### config.mk
export PLATFORM = sky130hd
export DESIGN_NAME = adpcm_block_decoder_unit
export DESIGN_NICKNAME = d
export VERILOG_FILES = /design/src/hw/rtl/adpcm_bd_pkg.sv /design/src/hw/rtl/adpcm_bd_front.sv /design/src/hw/rtl/adpcm_bd_queue.sv /design/src/hw/rtl/adpcm_bd_back.sv /design/src/hw/rtl/adpcm_block_decoder_unit.sv
export SDC_FILE = /design/constraint.sdc
export NUM_CORES = 1
export LEC_CHECK = 0
export ABC_AREA = 1
export BUFFER_PORTS_ARGS = -buffer_cell sky130_fd_sc_hd__buf_2
export CAP_MARGIN = 20
export CORE_UTILIZATION = 38
export DETAILED_ROUTE_END_ITERATION = 10
export PLACE_DENSITY = 0.57
export SETUP_SLACK_MARGIN = 0.02
export SYNTH_ARGS = -nofsm -noshare
export SYNTH_HDL_FRONTEND = slang
export SYNTH_SLANG_ARGS = --single-unit
### constraint.sdc
create_clock -name clk -period 4.8 [get_ports clk]
set_input_delay 0.48 -clock clk [delete_from_list [all_inputs] [get_ports clk]]
set_output_delay 0.48 -clock clk [all_outputs]
set_load 0.005 [all_outputs]
### src/hw/rtl/adpcm_bd_pkg.sv
// ----------------------------------------------------------------------------
// adpcm block decoder package
// shared constants, the command word passed from front to back, and the
// predictor coefficient tables
// ----------------------------------------------------------------------------
package adpcm_bd_pkg;

  localparam int SAMPLES_PER_BLOCK = 28;
  localparam int BYTES_PER_BLOCK   = SAMPLES_PER_BLOCK / 2 + 2;
  localparam int POS_W             = $clog2(BYTES_PER_BLOCK);

  localparam logic [POS_W-1:0] POS_HEADER = POS_W'(0);
  localparam logic [POS_W-1:0] POS_FLAGS  = POS_W'(1);
  localparam logic [POS_W-1:0] POS_LAST   = POS_W'(BYTES_PER_BLOCK - 1);

  localparam int QUEUE_DEPTH = 2;
  localparam int COEF_W      = 8;
  localparam int PROD_W      = 16 + COEF_W;
  localparam int COEF_SHIFT  = 6;
  localparam int SUM_W       = 20;

  typedef struct packed {
    logic [3:0] nib_lo;
    logic [3:0] nib_hi;
    logic [3:0] filter;
    logic [3:0] shift;
    logic [7:0] flags;
    logic       eob;
  } cmd_t;

  function automatic logic signed [COEF_W-1:0] coef_newer(input logic [3:0] filter);
    logic signed [COEF_W-1:0] c;
    case (filter)
      4'd1:    c = COEF_W'(60);
      4'd2:    c = COEF_W'(115);
      4'd3:    c = COEF_W'(98);
      4'd4:    c = COEF_W'(122);
      default: c = '0;
    endcase
    return c;
  endfunction

  function automatic logic signed [COEF_W-1:0] coef_older(input logic [3:0] filter);
    logic signed [COEF_W-1:0] c;
    case (filter)
      4'd2:    c = -COEF_W'(52);
      4'd3:    c = -COEF_W'(55);
      4'd4:    c = -COEF_W'(60);
      default: c = '0;
    endcase
    return c;
  endfunction

endpackage

### src/hw/rtl/adpcm_bd_front.sv
// ----------------------------------------------------------------------------
// adpcm block decoder front end
// tracks the byte position in the block, latches header and flags, and turns
// each data byte into a command for the back end
// ----------------------------------------------------------------------------
module adpcm_bd_front (
  input  logic                clk,
  input  logic                rst_n,
  input  logic                in_valid,
  output logic                in_stall,
  input  logic [7:0]          in_data_byte,
  output logic                push,
  output adpcm_bd_pkg::cmd_t  push_cmd,
  input  logic                q_full
);

  logic [adpcm_bd_pkg::POS_W-1:0] pos_r, pos_nxt;
  logic [3:0]                     filter_r, filter_nxt;
  logic [3:0]                     shift_r, shift_nxt;
  logic [7:0]                     flags_r, flags_nxt;
  logic                           accept;

  assign in_stall = q_full;
  assign accept   = in_valid && !in_stall;

  always_comb begin
    pos_nxt    = pos_r;
    filter_nxt = filter_r;
    shift_nxt  = shift_r;
    flags_nxt  = flags_r;
    push       = 1'b0;
    if (accept) begin
      pos_nxt = (pos_r == adpcm_bd_pkg::POS_LAST) ? adpcm_bd_pkg::POS_HEADER
                                                   : pos_r + 1'b1;
      if (pos_r == adpcm_bd_pkg::POS_HEADER) begin
        filter_nxt = in_data_byte[7:4];
        shift_nxt  = in_data_byte[3:0];
      end else if (pos_r == adpcm_bd_pkg::POS_FLAGS) begin
        flags_nxt = in_data_byte;
      end else begin
        push = 1'b1;
      end
    end
  end

  always_comb begin
    push_cmd.nib_lo = in_data_byte[3:0];
    push_cmd.nib_hi = in_data_byte[7:4];
    push_cmd.filter = filter_r;
    push_cmd.shift  = shift_r;
    push_cmd.flags  = flags_r;
    push_cmd.eob    = (pos_r == adpcm_bd_pkg::POS_LAST);
  end

  always_ff @(posedge clk) begin
    if (!rst_n) begin
      pos_r    <= adpcm_bd_pkg::POS_HEADER;
      filter_r <= '0;
      shift_r  <= '0;
      flags_r  <= '0;
    end else begin
      pos_r    <= pos_nxt;
      filter_r <= filter_nxt;
      shift_r  <= shift_nxt;
      flags_r  <= flags_nxt;
    end
  end

endmodule

### src/hw/rtl/adpcm_bd_queue.sv
// ----------------------------------------------------------------------------
// adpcm block decoder command queue
// small fifo between the front end and the back end
// ----------------------------------------------------------------------------
module adpcm_bd_queue #(
  parameter int DEPTH = adpcm_bd_pkg::QUEUE_DEPTH
) (
  input  logic                clk,
  input  logic                rst_n,
  input  logic                push,
  input  adpcm_bd_pkg::cmd_t  push_cmd,
  output logic                full,
  input  logic                pop,
  output adpcm_bd_pkg::cmd_t  pop_cmd,
  output logic                empty
);

  localparam int PTR_W = (DEPTH > 1) ? $clog2(DEPTH) : 1;
  localparam int CNT_W = $clog2(DEPTH + 1);

  adpcm_bd_pkg::cmd_t mem [DEPTH];
  logic [PTR_W-1:0]   wr_ptr_r, wr_ptr_nxt;
  logic [PTR_W-1:0]   rd_ptr_r, rd_ptr_nxt;
  logic [CNT_W-1:0]   count_r, count_nxt;
  logic               do_push, do_pop;

  assign full    = (count_r == CNT_W'(DEPTH));
  assign empty   = (count_r == '0);
  assign do_push = push && !full;
  assign do_pop  = pop && !empty;
  assign pop_cmd = mem[rd_ptr_r];

  always_comb begin
    wr_ptr_nxt = wr_ptr_r;
    rd_ptr_nxt = rd_ptr_r;
    count_nxt  = count_r;
    if (do_push) begin
      wr_ptr_nxt = (wr_ptr_r == PTR_W'(DEPTH - 1)) ? '0 : wr_ptr_r + 1'b1;
    end
    if (do_pop) begin
      rd_ptr_nxt = (rd_ptr_r == PTR_W'(DEPTH - 1)) ? '0 : rd_ptr_r + 1'b1;
    end
    if (do_push && !do_pop) begin
      count_nxt = count_r + 1'b1;
    end else if (do_pop && !do_push) begin
      count_nxt = count_r - 1'b1;
    end
  end

  always_ff @(posedge clk) begin
    if (do_push) begin
      mem[wr_ptr_r] <= push_cmd;
    end
  end

  always_ff @(posedge clk) begin
    if (!rst_n) begin
      wr_ptr_r <= '0;
      rd_ptr_r <= '0;
      count_r  <= '0;
    end else begin
      wr_ptr_r <= wr_ptr_nxt;
      rd_ptr_r <= rd_ptr_nxt;
      count_r  <= count_nxt;
    end
  end

endmodule

### src/hw/rtl/adpcm_bd_back.sv
// ----------------------------------------------------------------------------
// adpcm block decoder back end
// decodes the two nibbles of each command through one multiply stage and one
// add/saturate stage, keeps the two history taps, drives the output register
// ----------------------------------------------------------------------------
module adpcm_bd_back (
  input  logic                clk,
  input  logic                rst_n,
  input  logic                q_empty,
  input  adpcm_bd_pkg::cmd_t  pop_cmd,
  output logic                pop,
  output logic                out_valid,
  input  logic                out_stall,
  output logic signed [15:0]  out_sample,
  output logic [7:0]          out_block_flags,
  output logic                out_last_of_run,
  output logic                out_end_of_block
);

  localparam logic [1:0] ST_IDLE = 2'd0;
  localparam logic [1:0] ST_MUL  = 2'd1;
  localparam logic [1:0] ST_ADD  = 2'd2;

  localparam int PW = adpcm_bd_pkg::PROD_W;
  localparam int SW = adpcm_bd_pkg::SUM_W;

  logic [1:0]                 state_r, state_nxt;
  logic                       k_r, k_nxt;
  adpcm_bd_pkg::cmd_t         cur_r;
  logic signed [15:0]         newer_r, older_r;
  logic signed [PW-1:0]       p0_r, p1_r;
  logic signed [15:0]         scaled_r;
  logic                       out_valid_r, out_valid_nxt;
  logic signed [15:0]         out_sample_r;
  logic [7:0]                 out_flags_r;
  logic                       out_last_r, out_eob_r;

  logic [3:0]                 nib;
  logic signed [15:0]         nib_ext;
  logic signed [PW-1:0]       p0_nxt, p1_nxt;
  logic signed [SW-1:0]       sum;
  logic signed [15:0]         sat;
  logic                       slot_free;
  logic                       emit;

  assign nib     = k_r ? cur_r.nib_hi : cur_r.nib_lo;
  assign nib_ext = {nib, 12'b0};
  assign p0_nxt  = newer_r * adpcm_bd_pkg::coef_newer(cur_r.filter);
  assign p1_nxt  = older_r * adpcm_bd_pkg::coef_older(cur_r.filter);

  assign sum = SW'(scaled_r)
             + SW'(p0_r >>> adpcm_bd_pkg::COEF_SHIFT)
             + SW'(p1_r >>> adpcm_bd_pkg::COEF_SHIFT);

  always_comb begin
    if (sum > SW'(32767)) begin
      sat = 16'sh7fff;
    end else if (sum < -SW'(32768)) begin
      sat = -16'sh8000;
    end else begin
      sat = sum[15:0];
    end
  end

  assign slot_free = !out_valid_r || !out_stall;
  assign pop       = (state_r == ST_IDLE) && !q_empty;
  assign emit      = (state_r == ST_ADD) && slot_free;

  always_comb begin
    state_nxt     = state_r;
    k_nxt         = k_r;
    out_valid_nxt = out_valid_r && out_stall;
    case (state_r)
      ST_IDLE: begin
        if (!q_empty) begin
          state_nxt = ST_MUL;
          k_nxt     = 1'b0;
        end
      end
      ST_MUL: begin
        state_nxt = ST_ADD;
      end
      ST_ADD: begin
        if (slot_free) begin
          out_valid_nxt = 1'b1;
          if (k_r) begin
            state_nxt = ST_IDLE;
          end else begin
            k_nxt     = 1'b1;
            state_nxt = ST_MUL;
          end
        end
      end
      default: begin
        state_nxt = ST_IDLE;
      end
    endcase
  end

  always_ff @(posedge clk) begin
    if (pop) begin
      cur_r <= pop_cmd;
    end
    if (state_r == ST_MUL) begin
      p0_r     <= p0_nxt;
      p1_r     <= p1_nxt;
      scaled_r <= nib_ext >>> cur_r.shift;
    end
    if (emit) begin
      out_sample_r <= sat;
      out_flags_r  <= cur_r.flags;
      out_last_r   <= k_r;
      out_eob_r    <= k_r && cur_r.eob;
    end
  end

  always_ff @(posedge clk) begin
    if (!rst_n) begin
      state_r     <= ST_IDLE;
      k_r         <= 1'b0;
      out_valid_r <= 1'b0;
      newer_r     <= '0;
      older_r     <= '0;
    end else begin
      state_r     <= state_nxt;
      k_r         <= k_nxt;
      out_valid_r <= out_valid_nxt;
      if (emit) begin
        older_r <= newer_r;
        newer_r <= sat;
      end
    end
  end

  assign out_valid        = out_valid_r;
  assign out_sample       = out_sample_r;
  assign out_block_flags  = out_flags_r;
  assign out_last_of_run  = out_last_r;
  assign out_end_of_block = out_eob_r;

endmodule

### src/hw/rtl/adpcm_block_decoder_unit.sv
// ----------------------------------------------------------------------------
// adpcm block decoder unit
// decodes 16-byte adpcm sound blocks into signed 16-bit samples
// ----------------------------------------------------------------------------
// Bytes enter one per transaction: a header byte (filter, shift), a flags byte,
// then 14 data bytes that each give two samples, low nibble first. Header and
// flags bytes give no output. A data byte is queued as a command and decoded
// by a single multiply/add datapath: the idle state picks up the command, then
// a multiply state and an add/saturate state follow per sample, and the add
// state waits while the output register is stalled. The second sample waits on
// the history update of the first. The command queue (QUEUE_DEPTH entries) lets
// the input side run ahead by that many data bytes; the output register holds a
// sample while out_stall is high. History taps carry across blocks; filter and
// shift are reloaded from each header byte.
module adpcm_block_decoder_unit #(
  parameter int QUEUE_DEPTH = adpcm_bd_pkg::QUEUE_DEPTH
) (
  input  logic               clk,
  input  logic               rst_n,
  input  logic               in_valid,
  output logic               in_stall,
  input  logic [7:0]         in_data_byte,
  output logic               out_valid,
  input  logic               out_stall,
  output logic signed [15:0] out_sample,
  output logic [7:0]         out_block_flags,
  output logic               out_last_of_run,
  output logic               out_end_of_block
);

  logic               push;
  logic               pop;
  logic               q_full;
  logic               q_empty;
  adpcm_bd_pkg::cmd_t push_cmd;
  adpcm_bd_pkg::cmd_t pop_cmd;

  adpcm_bd_front u_front (
    .clk          (clk),
    .rst_n        (rst_n),
    .in_valid     (in_valid),
    .in_stall     (in_stall),
    .in_data_byte (in_data_byte),
    .push         (push),
    .push_cmd     (push_cmd),
    .q_full       (q_full)
  );

  adpcm_bd_queue #(
    .DEPTH (QUEUE_DEPTH)
  ) u_queue (
    .clk      (clk),
    .rst_n    (rst_n),
    .push     (push),
    .push_cmd (push_cmd),
    .full     (q_full),
    .pop      (pop),
    .pop_cmd  (pop_cmd),
    .empty    (q_empty)
  );

  adpcm_bd_back u_back (
    .clk              (clk),
    .rst_n            (rst_n),
    .q_empty          (q_empty),
    .pop_cmd          (pop_cmd),
    .pop              (pop),
    .out_valid        (out_valid),
    .out_stall        (out_stall),
    .out_sample       (out_sample),
    .out_block_flags  (out_block_flags),
    .out_last_of_run  (out_last_of_run),
    .out_end_of_block (out_end_of_block)
  );

endmodule

==> impl_metrics.tcl <==
set metrics [dict create \
    drtAntennaViolNets 0 \
    synth_top_area_share 0.279 \
    wl_per_cell_um 16.4 \
    finalSetupViolCount 4 \
    cts_tree "built" \
    start_kind "register" \
    synth.most_common_cell "inv_1" \
    clockRootBuffer "clkbuf_16" \
    die_w_um 210 \
    worstPathRequired_ps 5090 \
    htreeDepth 1 \
    syn_to_final_growth_pct 28.7 \
    powerDensity_nw_per_um2 610 \
    post-route-period-util 1.01 \
    drc 0 \
    cp_data_arrival_time_ps 5150 \
    worstPathMaxFanout 8 \
    violations "setup timing" \
    yosysWarnings 0 \
    r2r.worst_path.cells 21 \
    tightest_slew_ps 1060 \
    skew_ps 16.9 \
    cp-end-kind "register" \
    dpl_cell_area_um2 18500 \
    clkLatencyLatePin_ps 540 \
    antenna_cells 0 \
    cts_hold_buf 0 \
    worstHoldPathCells 1 \
    min-delay-start "in_data_byte[4]" \
    synth_nets 2133 \
    dominantRegCellSynth "edfxtp_1" \
    status "finished, violations left" \
    io_pins 40 \
    synth_largest_area_cell "edfxtp_1" \
    worstSetupStartpoint "u_back.cur_r[16]" \
    row_count 75 \
    stdcell_area_um2 21200 \
    vias 12500 \
    seq_area_frac_synth 0.352 \
    synth_edf_count 153 \
    clk_pin_slew_ps 60 \
    slew_viol_final 0 \
    min_path_type "input port to register" \
    track_usage 0.193 \
    finalHoldViolations 0 \
    period_needed_ps 4870 \
    ir_drop_mv 0.658 \
    drtIter0Drc 615 \
    p_leak_nw 9.70 \
    post-route-util 0.501 \
    cts_made_buffers 24 \
    port_buffers 39 \
    start_util 0.389 \
    maxCapViolations 0 \
    grt_pass1_wl_um 66800 \
    grt_max_degree 76 \
    r2r-start "u_back.cur_r[16]" \
    synth_area_per_cell_um2 9.02 \
    synthTopCellsByArea "edfxtp_1 (28%), fa_1 (19%), ha_1 (11%), inv_1 (8.4%), nand2_1 (7.7%)" \
    cts_sinks 213 \
    netlist_area_um2 16500 \
    path_class "register to register" \
    antenna_found_initial 0 \
    place_congestion 0.914 \
    clock.fmax_ghz 0.205 \
    drt-pass1-iter-count 5 \
    layout-drive-gt1-share 0.284 \
    clockBufferDepth 3 \
    final_nets 2356 \
    async_reset_ff_frac 0 \
    setup_slack_ps -67.9 \
    max_slew_margin 0.287 \
    viasPerCell 4.74 \
    rsz0062_at_grt "true" \
    place_hpwl_um 33500 \
    routed_wl_um 43300 \
    synth_cell_types 49 \
    syn_inst 1826 \
    first_global_vias 12600 \
    core_area_um2 42300 \
    synthTopCellsByCount "inv_1 (367), nand2_1 (339), nor2_1 (208)" \
    grt_overflow 0 \
    die-area_um2 44200 \
    yosys_register_bits 213 \
    final_cells 2644 \
    die_h_um 210 \
    dp.cells 2559 \
]
[flip-flops by register name, indices dropped and copies added, names as in the netlist]
signal,flops
u_back.cur_r,25
u_queue.count_r,2
u_back.older_r,16
u_back.k_r,1
u_back.newer_r,16
u_back.state_r,2
u_back.out_valid,1
u_back.p1_r,18
u_back.out_end_of_block,1
u_queue.wr_ptr_r,1
u_back.scaled_r,16
u_back.out_block_flags,8
u_queue.mem,50
u_back.p0_r,18
u_front.filter_r,4
u_front.shift_r,4
u_queue.rd_ptr_r,1
u_front.pos_r,4
u_front.flags_r,8
u_back.out_last_of_run,1
u_back.out_sample,16
[final cells by class]
type	count	area, um2
clock buffers	28	636
clock inverters	16	129
fillers	3910	21100
inverters	374	1420
multi-input cells	1206	10600
flip-flops and latches	213	5800
well taps	577	722
repair buffers	230	1920
[logic make-up after synthesis]
| family | after synthesis | share of synthesized area |
|---|---|---|
| and+or+nand+nor | 646 | 0.160 |
| buffers and inverters | 407 | 0.0949 |
| adders and majority gates | 295 | 0.294 |
| DFF | 213 | 0.352 |
| AOI/OAI and AO/OA | 206 | 0.0675 |
| xor gates and xnor gates | 57 | 0.0303 |
| muxes | 2 | 0.00121 |
[stage by stage]
| stage | power (W) | setup slack [ps] | hold WS [ps] | TNS (ps) |
|---|---|---|---|---|
| 5_1_grt | 0.0140 | -304 | 163 | -2870 |
| 6_report | 0.0129 | -67.9 | 181 | -171 |
| 3_3_place_gp | 0.0100 | -319 | 412 | -2750 |
| 4_1_cts | 0.0122 | -118 | 148 | -359 |
| 2_1_floorplan | 0.00797 | 21.8 | 400 | 0 |
| 3_5_place_dp | 0.0101 | -277 | 405 | -3350 |
[cells in the final DEF (no fill, tap or decap), types with 9 or more instances in the layout]
cell type	n
nand4_1	10
ha_4	37
nand2_2	48
nand2_4	13
a21oi_4	12
nor2_2	32
dfxtp_1	60
o21ai_0	59
buf_4	155
a21oi_1	64
nand2_1	295
nand3_2	9
buf_2	39
clkbuf_16	28
fa_1	136
buf_12	10
o21ai_2	11
a21oi_2	20
edfxtp_1	153
inv_1	320
xnor2_1	18
buf_6	18
nor2_1	146
clkinv_2	10
ha_1	102
nor3_1	12
nand3_1	34
inv_2	48
xor2_1	36
nor2_4	32
o21ai_1	11
fa_2	18
[power by group]
| group | leakage (nW) | internal [W] | switching (W) |
|---|---|---|---|
| registers | 1.92 | 0.00284 | 0.000327 |
| logic | 7.40 | 0.00304 | 0.00496 |
| clock network | 0.382 | 0.00101 | 0.000767 |
[critical path: stages (launching register included)]
cell and delay, ps:
edfxtp_1 430, inv_1 80, nand4_1 170, nand2_2 190, clkinv_4 110, buf_12 160, buf_4 150, nor2_2 160
buf_4 140, ha_1 240, fa_1 480, fa_1 540, inv_2 40, fa_1 520, inv_2 50, ha_4 270
a21oi_2 230, o221ai_2 150, buf_4 150, a21oi_2 130, nand2_2 80, xor2_1 140
[per-layer routing]
layer	routed length (um)	global-route usage	share of wire	vias to the layer above
met5	0	0	0	-
met4	1220	0.0586	0.028	0
met3	1500	0.0235	0.035	65
met2	21200	0.332	0.49	247
met1	19400	0.254	0.45	6022
li1	-	-	-	6205
[repair_timing]
action,CTS,global route
gates cloned,1,5
buffers inserted,12,25
gates resized for setup,82,282
endpoints found under the setup margin,25,27
pin swaps,19,156
[worst paths after layout]
path	to	slack (ps)
worst min register to register	u_back.out_block_flags[0]	430
worst min-delay path	u_queue.mem[1][17]	180
worst max-delay path	u_back.p0_r[20]	-70
worst max register to register	u_back.p0_r[20]	-70
(Power assumes the default switching activity.)
